$ cat config.mk
export PLATFORM = sky130hd
export DESIGN_NAME = port_knock_session_tracker
export DESIGN_NICKNAME = d
export VERILOG_FILES = /design/src/rtl/pkst_pkg.sv /design/src/rtl/pkst_table.sv /design/src/rtl/port_knock_session_tracker.sv
export SDC_FILE = /design/constraint.sdc
export NUM_CORES = 1
export LEC_CHECK = 0
export BUFFER_PORTS_ARGS = -buffer_cell sky130_fd_sc_hd__buf_4
export CAP_MARGIN = 20
export CORE_UTILIZATION = 65
export DETAILED_ROUTE_END_ITERATION = 8
export GPL_ROUTABILITY_DRIVEN = 1
export PLACE_DENSITY = 0.82
export SYNTH_ARGS = -nofsm -noshare
export SYNTH_HDL_FRONTEND = slang
export SYNTH_HIERARCHICAL = 1
export SYNTH_SLANG_ARGS = --single-unit
$ cat constraint.sdc
create_clock -name clk -period 23.9 [get_ports clk]
set_clock_uncertainty 0.05 [all_clocks]
set_input_delay 1.195 -clock clk [delete_from_list [all_inputs] [get_ports clk]]
set_output_delay 1.195 -clock clk [all_outputs]
set_load 0.01 [all_outputs]
$ cat src/rtl/pkst_pkg.sv
package pkst_pkg;

  // sequencer states
  typedef enum logic [1:0] {
    ST_IDLE,
    ST_SCAN,
    ST_EXEC
  } pkst_state_t;

  // result codes
  localparam logic [2:0] OUT_PROGRESSED = 3'd0;
  localparam logic [2:0] OUT_COMPLETED  = 3'd1;
  localparam logic [2:0] OUT_WRONG      = 3'd2;
  localparam logic [2:0] OUT_UNKNOWN    = 3'd3;
  localparam logic [2:0] OUT_FULL       = 3'd4;

  // configuration register indexes
  localparam logic [1:0] REG_KNOCK_FIRST  = 2'd0;
  localparam logic [1:0] REG_KNOCK_SECOND = 2'd1;
  localparam logic [1:0] REG_KNOCK_THIRD  = 2'd2;
  localparam logic [1:0] REG_TIMEOUT      = 2'd3;

  // configuration reset values
  localparam logic [15:0] RST_KNOCK_FIRST  = 16'd1234;
  localparam logic [15:0] RST_KNOCK_SECOND = 16'd5678;
  localparam logic [15:0] RST_KNOCK_THIRD  = 16'd9101;
  localparam logic [15:0] RST_TIMEOUT      = 16'd10;

  // knock progress values
  localparam logic [1:0] STAGE_FIRST  = 2'd0;
  localparam logic [1:0] STAGE_SECOND = 2'd1;
  localparam logic [1:0] STAGE_THIRD  = 2'd2;

  // one session table entry
  typedef struct packed {
    logic [31:0] addr;
    logic [1:0]  progress;
    logic [31:0] last_time;
  } pkst_entry_t;

endpackage

$ cat src/rtl/pkst_table.sv
module pkst_table
  import pkst_pkg::*;
#(
  parameter int DEPTH = 16,
  parameter int IW    = 4
) (
  input  logic        clk,
  input  logic        wr_en,
  input  logic [IW-1:0] wr_idx,
  input  pkst_entry_t wr_entry,
  input  logic        rd_en,
  input  logic [IW-1:0] rd_idx,
  output pkst_entry_t rd_entry
);

  pkst_entry_t mem [DEPTH];
  pkst_entry_t rd_entry_r;

  // single write port
  always_ff @(posedge clk) begin
    if (wr_en) begin
      mem[wr_idx] <= wr_entry;
    end
  end

  // registered read port
  always_ff @(posedge clk) begin
    if (rd_en) begin
      rd_entry_r <= mem[rd_idx];
    end
  end

  assign rd_entry = rd_entry_r;

endmodule

$ cat src/rtl/port_knock_session_tracker.sv
// Port-knock session tracker: each input beat is one knock (source address,
// destination port, time in seconds) and yields exactly one result beat with
// the address, a grant flag and an outcome code. Sessions live in a table of
// NUM_SESSIONS entries held in a memory with one read and one write port; a
// knock is handled by walking that memory one entry per cycle through one
// shared address comparator, stopping at the first matching valid entry, then
// a decision state that judges the timeout and the expected port and updates
// or frees the entry. The decision state waits while the output register
// still holds an untaken result. in_tready is low while a knock is being
// handled and rises in the cycle after the decision, so a new knock is
// accepted only once the previous one is decided; a finished result waits in
// the output register while the next knock is accepted. Entry valid flags
// are cleared by reset, so no clearing pass is needed after reset.
module port_knock_session_tracker
  import pkst_pkg::*;
#(
  parameter int NUM_SESSIONS = 16
) (
  input  logic        clk,
  input  logic        rst_n,
  // knock input
  input  logic        in_tvalid,
  output logic        in_tready,
  input  logic [79:0] in_tdata,   // src_addr[31:0], dst_port[47:32], now_seconds[79:48]
  // result output
  output logic        out_tvalid,
  input  logic        out_tready,
  output logic [31:0] out_tdata,  // result_addr[31:0]
  output logic [3:0]  out_tuser,  // granted[0], outcome[3:1]
  // configuration writes
  input  logic        cfg_wr_en,
  input  logic [1:0]  cfg_index,
  input  logic [15:0] cfg_wr_data
);

  localparam int IW = (NUM_SESSIONS > 1) ? $clog2(NUM_SESSIONS) : 1;
  localparam int CW = $clog2(NUM_SESSIONS + 1);
  localparam logic [CW-1:0] LAST_CNT = CW'(NUM_SESSIONS);

  // sequencer
  pkst_state_t state_r, state_nxt;
  logic [CW-1:0] cnt_r, cnt_nxt;

  // knock being handled
  logic [31:0] addr_r, addr_nxt;
  logic [15:0] port_r, port_nxt;
  logic [31:0] now_r, now_nxt;

  // scan results
  logic          hit_r, hit_nxt;
  logic [IW-1:0] hit_idx_r, hit_idx_nxt;
  logic [1:0]    hit_prog_r, hit_prog_nxt;
  logic [31:0]   hit_time_r, hit_time_nxt;
  logic          free_found_r, free_found_nxt;
  logic [IW-1:0] free_idx_r, free_idx_nxt;

  // entry valid flags
  logic [NUM_SESSIONS-1:0] valid_r, valid_nxt;

  // configuration
  logic [15:0] knock_first_r, knock_first_nxt;
  logic [15:0] knock_second_r, knock_second_nxt;
  logic [15:0] knock_third_r, knock_third_nxt;
  logic [15:0] timeout_r, timeout_nxt;

  // output register
  logic        out_valid_r, out_valid_nxt;
  logic [31:0] out_addr_r, out_addr_nxt;
  logic        out_granted_r, out_granted_nxt;
  logic [2:0]  out_outcome_r, out_outcome_nxt;

  // control
  logic          in_fire;
  logic          out_free;
  logic          exec_fire;
  logic          rd_en;
  logic [IW-1:0] rd_idx;
  logic          cmp_live;
  logic [IW-1:0] cmp_idx;
  logic          cmp_hit;
  logic          cmp_free;
  pkst_entry_t   rd_entry;

  // decision
  logic [31:0] gap;
  logic        expired;
  logic [1:0]  stage;
  logic        has_want;
  logic [15:0] want;
  logic        port_ok;
  logic [2:0]  exec_outcome;
  logic        exec_wr;
  logic        exec_set;
  logic        exec_clr;
  logic [IW-1:0] exec_idx;
  pkst_entry_t exec_entry;

  // session memory
  pkst_table #(
    .DEPTH (NUM_SESSIONS),
    .IW    (IW)
  ) u_table (
    .clk      (clk),
    .wr_en    (exec_fire && exec_wr),
    .wr_idx   (exec_idx),
    .wr_entry (exec_entry),
    .rd_en    (rd_en),
    .rd_idx   (rd_idx),
    .rd_entry (rd_entry)
  );

  // handshakes
  assign in_fire  = in_tvalid && in_tready;
  assign out_free = !out_valid_r || out_tready;

  // shared address comparator on the registered read data
  assign cmp_idx  = IW'(cnt_r - CW'(1));
  assign cmp_hit  = cmp_live && valid_r[cmp_idx] && (rd_entry.addr == addr_r);
  assign cmp_free = cmp_live && !valid_r[cmp_idx];
  assign rd_idx   = cnt_r[IW-1:0];

  // next state
  always_comb begin
    state_nxt = state_r;
    case (state_r)
      ST_IDLE: begin
        if (in_fire) state_nxt = ST_SCAN;
      end
      ST_SCAN: begin
        if (cmp_hit || (cnt_r == LAST_CNT)) state_nxt = ST_EXEC;
      end
      ST_EXEC: begin
        if (out_free) state_nxt = ST_IDLE;
      end
      default: state_nxt = ST_IDLE;
    endcase
  end

  // state outputs
  always_comb begin
    in_tready = 1'b0;
    rd_en     = 1'b0;
    cmp_live  = 1'b0;
    exec_fire = 1'b0;
    case (state_r)
      ST_IDLE: begin
        in_tready = 1'b1;
      end
      ST_SCAN: begin
        rd_en    = (cnt_r != LAST_CNT);
        cmp_live = (cnt_r != '0);
      end
      ST_EXEC: begin
        exec_fire = out_free;
      end
      default: ;
    endcase
  end

  // timeout check and expected port
  always_comb begin
    gap      = now_r - hit_time_r;
    expired  = gap > {16'h0000, timeout_r};
    stage    = expired ? STAGE_FIRST : hit_prog_r;
    has_want = 1'b1;
    want     = knock_first_r;
    case (stage)
      STAGE_FIRST:  want = knock_first_r;
      STAGE_SECOND: want = knock_second_r;
      STAGE_THIRD:  want = knock_third_r;
      default:      has_want = 1'b0;
    endcase
    port_ok = has_want && (want == port_r);
  end

  // knock decision
  always_comb begin
    exec_outcome         = OUT_UNKNOWN;
    exec_wr              = 1'b0;
    exec_set             = 1'b0;
    exec_clr             = 1'b0;
    exec_idx             = hit_r ? hit_idx_r : free_idx_r;
    exec_entry.addr      = addr_r;
    exec_entry.progress  = stage + 2'd1;
    exec_entry.last_time = now_r;
    if (hit_r) begin
      if (port_ok) begin
        if (stage == STAGE_THIRD) begin
          exec_outcome = OUT_COMPLETED;
          exec_clr     = 1'b1;
        end else begin
          exec_outcome = OUT_PROGRESSED;
          exec_wr      = 1'b1;
        end
      end else begin
        exec_outcome = OUT_WRONG;
        exec_clr     = 1'b1;
      end
    end else if (port_r == knock_first_r) begin
      exec_entry.progress = 2'd1;
      if (free_found_r) begin
        exec_outcome = OUT_PROGRESSED;
        exec_wr      = 1'b1;
        exec_set     = 1'b1;
      end else begin
        exec_outcome = OUT_FULL;
      end
    end
  end

  // datapath next values
  always_comb begin
    cnt_nxt          = cnt_r;
    addr_nxt         = addr_r;
    port_nxt         = port_r;
    now_nxt          = now_r;
    hit_nxt          = hit_r;
    hit_idx_nxt      = hit_idx_r;
    hit_prog_nxt     = hit_prog_r;
    hit_time_nxt     = hit_time_r;
    free_found_nxt   = free_found_r;
    free_idx_nxt     = free_idx_r;
    valid_nxt        = valid_r;
    out_valid_nxt    = out_valid_r && !out_tready;
    out_addr_nxt     = out_addr_r;
    out_granted_nxt  = out_granted_r;
    out_outcome_nxt  = out_outcome_r;
    knock_first_nxt  = knock_first_r;
    knock_second_nxt = knock_second_r;
    knock_third_nxt  = knock_third_r;
    timeout_nxt      = timeout_r;

    // take a knock
    if (in_fire) begin
      addr_nxt       = in_tdata[31:0];
      port_nxt       = in_tdata[47:32];
      now_nxt        = in_tdata[79:48];
      cnt_nxt        = '0;
      hit_nxt        = 1'b0;
      free_found_nxt = 1'b0;
    end

    // walk the table
    if (state_r == ST_SCAN) begin
      if (cnt_r != LAST_CNT) cnt_nxt = cnt_r + CW'(1);
      if (cmp_hit) begin
        hit_nxt      = 1'b1;
        hit_idx_nxt  = cmp_idx;
        hit_prog_nxt = rd_entry.progress;
        hit_time_nxt = rd_entry.last_time;
      end
      if (cmp_free && !free_found_r) begin
        free_found_nxt = 1'b1;
        free_idx_nxt   = cmp_idx;
      end
    end

    // commit the decision
    if (exec_fire) begin
      if (exec_set) valid_nxt[free_idx_r] = 1'b1;
      if (exec_clr) valid_nxt[hit_idx_r]  = 1'b0;
      out_valid_nxt   = 1'b1;
      out_addr_nxt    = addr_r;
      out_granted_nxt = (exec_outcome == OUT_COMPLETED);
      out_outcome_nxt = exec_outcome;
    end

    // register writes
    if (cfg_wr_en) begin
      case (cfg_index)
        REG_KNOCK_FIRST:  knock_first_nxt  = cfg_wr_data;
        REG_KNOCK_SECOND: knock_second_nxt = cfg_wr_data;
        REG_KNOCK_THIRD:  knock_third_nxt  = cfg_wr_data;
        REG_TIMEOUT:      timeout_nxt      = cfg_wr_data;
        default: ;
      endcase
    end
  end

  // control registers
  always_ff @(posedge clk) begin
    if (!rst_n) begin
      state_r        <= ST_IDLE;
      valid_r        <= '0;
      out_valid_r    <= 1'b0;
      knock_first_r  <= RST_KNOCK_FIRST;
      knock_second_r <= RST_KNOCK_SECOND;
      knock_third_r  <= RST_KNOCK_THIRD;
      timeout_r      <= RST_TIMEOUT;
    end else begin
      state_r        <= state_nxt;
      valid_r        <= valid_nxt;
      out_valid_r    <= out_valid_nxt;
      knock_first_r  <= knock_first_nxt;
      knock_second_r <= knock_second_nxt;
      knock_third_r  <= knock_third_nxt;
      timeout_r      <= timeout_nxt;
    end
  end

  // payload registers
  always_ff @(posedge clk) begin
    cnt_r         <= cnt_nxt;
    addr_r        <= addr_nxt;
    port_r        <= port_nxt;
    now_r         <= now_nxt;
    hit_r         <= hit_nxt;
    hit_idx_r     <= hit_idx_nxt;
    hit_prog_r    <= hit_prog_nxt;
    hit_time_r    <= hit_time_nxt;
    free_found_r  <= free_found_nxt;
    free_idx_r    <= free_idx_nxt;
    out_addr_r    <= out_addr_nxt;
    out_granted_r <= out_granted_nxt;
    out_outcome_r <= out_outcome_nxt;
  end

  assign out_tvalid = out_valid_r;
  assign out_tdata  = out_addr_r;
  assign out_tuser  = {out_outcome_r, out_granted_r};

`ifndef SYNTHESIS
  // grant flag agrees with the outcome code
  a_grant_code: assert property (@(posedge clk) disable iff (!rst_n)
    out_tvalid |-> (out_tuser[0] == (out_tuser[3:1] == OUT_COMPLETED)))
    else $error("grant flag disagrees with outcome");

  // a committed decision always reaches the output register
  a_exec_out: assert property (@(posedge clk) disable iff (!rst_n)
    exec_fire |=> out_valid_r)
    else $error("decision lost before the output register");

  // the session table only changes in the decision cycle
  a_valid_hold: assert property (@(posedge clk) disable iff (!rst_n)
    (state_r != ST_EXEC) |=> $stable(valid_r))
    else $error("valid flags changed outside the decision cycle");

  // a found session is still valid when judged
  a_hit_valid: assert property (@(posedge clk) disable iff (!rst_n)
    (state_r == ST_EXEC && hit_r) |-> valid_r[hit_idx_r])
    else $error("matched session not valid");

  // at most one session opens per knock
  a_one_alloc: assert property (@(posedge clk) disable iff (!rst_n)
    exec_fire |=> ($countones(valid_r) <= $countones($past(valid_r)) + 1))
    else $error("more than one session opened");
`endif

endmodule

==> metrics.yaml <==
clock_network:
  clock_sinks: 1370
  cts_buffers: 135
  post_cts_repair_resize_count: 0
  number_of_levels_in_the_clock_h_tree: 4
  ctsRootBufferMaster: "sky130_fd_sc_hd__clkbuf_16"
  post_cts.repair.setup_buffers: 0
  clockBufferDepth: 3
  cts-hold-fix-buffers: 0
  tritoncts: "done"
  clk_pin_slew_worst_paths_ns: 0.06
  clock_latency_ns: 0.76
floorplanning:
  num_io_pins: 141
  dieArea_sq_mm: 0.0837
  num_rows: 105
  chip_height_um: 289
  start_util_pct: 65.6
  core_area_sq_mm: 0.0818
  die-width_um: 289
grt:
  antenna_violations_before_repair: 0
  grt_pass1_wl_um: 194000
  global_route.overflow_total: 0
  largest_net_degree_at_the_start_of_global_routing: 145
  gr-usage-all-layers_pct: 32.5
  grt_pass1_vias: 29900
timing:
  max_clock_freq_mhz: 95.2
  grt_setup_unrepaired: "no"
  post_layout_min_period_ns: 10.50
  finalCritPeriodShare_pct: 43.9
  final-hold-violation-count: 0
  setup-violations-final: 0
  slew_at_the_pin_closest_to_its_max_slew_limit_ns: 1.21
  report.final.slew_viol_count: 0
  timing.setup.tns_ns: 0
  final.setup.worst_slack_ns: 13.40
  worst_slew_margin_rel_pct: 19.1
status:
  run_status: "complete, no violations"
cells_and_area:
  fillerInstances: 4512
  seq_area_sq_mm: 0.0402
  diodes: 0
  design_area_sq_mm: 0.0602
  drive_gt1_share_pct: 21.4
  area_occupied_by_multi_input_gates_sq_mm: 0.0127
  layout-area-overhead-vs-synth_pct: 12.1
  finalNetCount: 3216
setup_path:
  critical_path.startpoint: "now_r[0]$_DFFE_PP_"
  worst_path_largest_cell_delay_ns: 0.91
  critPathBufInv: 2
  worstSetupStartpointType: "register"
  number_of_cell_instances_on_the_worst_register_to_register_path: 31
  worst_setup_path_end_kind: "register"
  rr_startpoint: "now_r[0]$_DFFE_PP_"
  setup.worst_path.class: "register to register"
  critical_path_required_ns: 24.18
  critical_path_cell_count: 31
  cell_at_the_slowest_stage_of_the_critical_path: "sky130_fd_sc_hd__ha_1"
  worst_path_dominant_cell_family: "simple AND/OR/NAND/NOR gates"
  worst_path_most_repeated_cell: "sky130_fd_sc_hd__ha_1"
  cp.arrival_ns: 10.79
  critical_path.max_fanout: 46
place:
  dpl_worst_slack_ns: 13.57
  place_congestion: 0.899
  buffer_ports.inserted: 140
  dp_hpwl_um: 67600
  placedInstanceArea_sq_mm: 0.0559
routing:
  num_vias: 29000
  drtIter0Drc: 3557
  drt-total-wl_um: 133000
  dr.pass1.iters: 6
  routedWlPerCell_um: 31.4
  routed_via_density: 6.86
  drc: 0
  postRouteAntennaNets: 0
logic_synthesis:
  netlist_instances: 2875
  synth-async-reset-ratio_pct: 0
  syn-cell-area_sq_mm: 0.0537
  ys_seq_area_share_pct: 75.0
  ys.flop_type: "sky130_fd_sc_hd__edfxtp_1"
  postSynthRegisterBits: 1370
  mappedNetlistNets: 3032
  synth_warnings: 6
  mapped_avg_cell_area_sq_um: 18.7
  number_of_flops_mapped_to_enable_cells_by_yosys: 1280
  post_synth_num_cell_types: 68
hold_path:
  worst_hold_startpoint: "u_table/rd_entry[19]$_DFFE_PP_"
  class_of_the_tightest_hold_or_removal_check: "register to register"
  min_path_cells: 0
power:
  cellPowerDensity_mw_per_mm2: 91.5
  total_switching_power_w: 0.00135
  power.clock.fraction_pct: 37.4
  power.share.switching_pct: 24.6
  power_report.internal_total_w: 0.00415
  sequential_share_of_power_pct: 50.3
  ir_drop_mv: 0.108
  power.combinational.fraction_pct: 12.3
  power.leakage_nw: 19.4
job:
  drv.max_cap_violation_count: 0
[layout make-up]
cell class	instances	share of cell area, %
clock inverters	77	1.19
inverters	70	0.441
repair buffers	182	2.35
flip-flops and latches	1370	66.9
multi-input cells	1300	21.0
well taps	1070	2.22
clock buffers	166	5.91
[state kept, by name, summed over array words and instances, names as in the netlist]
name	flops
cnt_r	5
now_r	32
free_idx_r	4
knock_third_r	16
u_table/mem	1056
state_r	2
timeout_r	16
out_tvalid	1
out_tdata	32
hit_r	1
out_outcome_r	3
knock_second_r	16
u_table/rd_entry	66
port_r	16
free_found_r	1
valid_r	16
hit_prog_r	2
hit_idx_r	4
knock_first_r	16
hit_time_r	32
out_granted_r	1
addr_r	32
[synthesized netlist by cell type, drive strengths merged (8+ instances only)]
cell type | instances | area share [%]
nand2b | 10 | 0.12
ha | 53 | 1.2
nand2 | 256 | 1.8
dfxtp | 90 | 3.4
o21ai | 65 | 0.61
or3 | 15 | 0.17
a22oi | 142 | 2.0
a21boi | 46 | 0.64
o21a | 8 | 0.11
mux4 | 269 | 11
o211ai | 14 | 0.20
a31oi | 8 | 0.093
buf | 54 | 0.67
a221oi | 10 | 0.16
nor2b | 17 | 0.20
a21o | 12 | 0.17
nand3 | 40 | 0.37
nand4 | 22 | 0.26
nor4 | 15 | 0.17
clkbuf | 81 | 0.57
xor2 | 47 | 0.77
xnor2 | 31 | 0.51
edfxtp | 1280 | 72
nor2 | 71 | 0.50
a21oi | 53 | 0.50
inv | 70 | 0.49
nor3 | 19 | 0.19
[path summary, 6_finish.rpt]
path / endpoint / slack (ns)
hold reg to reg: hit_time_r[19]$_DFFE_PP_ / 0.37
setup / recovery: u_table/mem[3][12]$_DFFE_PP_ / 13.40
setup reg to reg: u_table/mem[3][12]$_DFFE_PP_ / 13.40
hold / removal: hit_time_r[19]$_DFFE_PP_ / 0.37
[cell usage in the layout (no fill, tap or decap), types with 27 or more instances in the layout]
cell type | netlist | layout
sky130_fd_sc_hd__nor2_1 | 71 | 58
sky130_fd_sc_hd__a21boi_0 | 45 | 45
sky130_fd_sc_hd__xor2_1 | 47 | 47
sky130_fd_sc_hd__clkbuf_16 | 0 | 137
sky130_fd_sc_hd__inv_1 | 70 | 68
sky130_fd_sc_hd__a22oi_1 | 142 | 142
sky130_fd_sc_hd__nand3_1 | 40 | 40
sky130_fd_sc_hd__mux4_2 | 269 | 269
sky130_fd_sc_hd__a21oi_1 | 52 | 52
sky130_fd_sc_hd__clkbuf_1 | 80 | 27
sky130_fd_sc_hd__o21ai_0 | 54 | 54
sky130_fd_sc_hd__ha_1 | 53 | 53
sky130_fd_sc_hd__clkinv_1 | 0 | 31
sky130_fd_sc_hd__dfxtp_1 | 90 | 88
sky130_fd_sc_hd__buf_4 | 21 | 177
sky130_fd_sc_hd__nand2_1 | 256 | 256
sky130_fd_sc_hd__edfxtp_1 | 1280 | 1280
sky130_fd_sc_hd__xnor2_1 | 31 | 31
[through the flow]
stage | std cells | hold WS (ns) | util (%) | total power [W]
global route | 4235 | 0.365 | 73.5 | 0.00566
floorplan | 2875 | 0.350 | - | 0.00331
finish | 4235 | 0.369 | 73.5 | 0.00551
CTS | 4233 | 0.365 | 73.5 | 0.00553
detailed placement | 3990 | 0.355 | 68.3 | 0.00347
global placement | 3989 | 0.354 | 68.3 | 0.00345
[cells by family (layout without fill, tap and decap cells)]
logic type,after synthesis,count (layout),synth area share (%)
fa+ha+maj,54,54,1.27
buf+inv,205,495,1.73
flops,1370,1370,75.0
xor+xnor,78,78,1.27
mux,277,277,11.4
compound gates,391,391,5.05
simple gates,500,500,4.28
[power groups by stage]
stage	Combinational [W]	Sequential (W)	Clock, W
after CTS	0.000677	0.00277	0.00208
after floorplan	0.000532	0.00277	0
final	0.000675	0.00277	0.00206
after global placement	0.000638	0.00281	0
after detailed placement	0.000654	0.00282	0
after global routing	0.000712	0.00278	0.00217
[metal layers]
layer	GRT usage [%]	part of all wire (%)	vias to the layer above
met5	0	0	-
met4	12.7	3.9	0
met3	5.25	8.5	327
met2	55.3	52	1837
met1	42.6	36	15000
li1	-	-	11900
(Power assumes the default switching activity.)
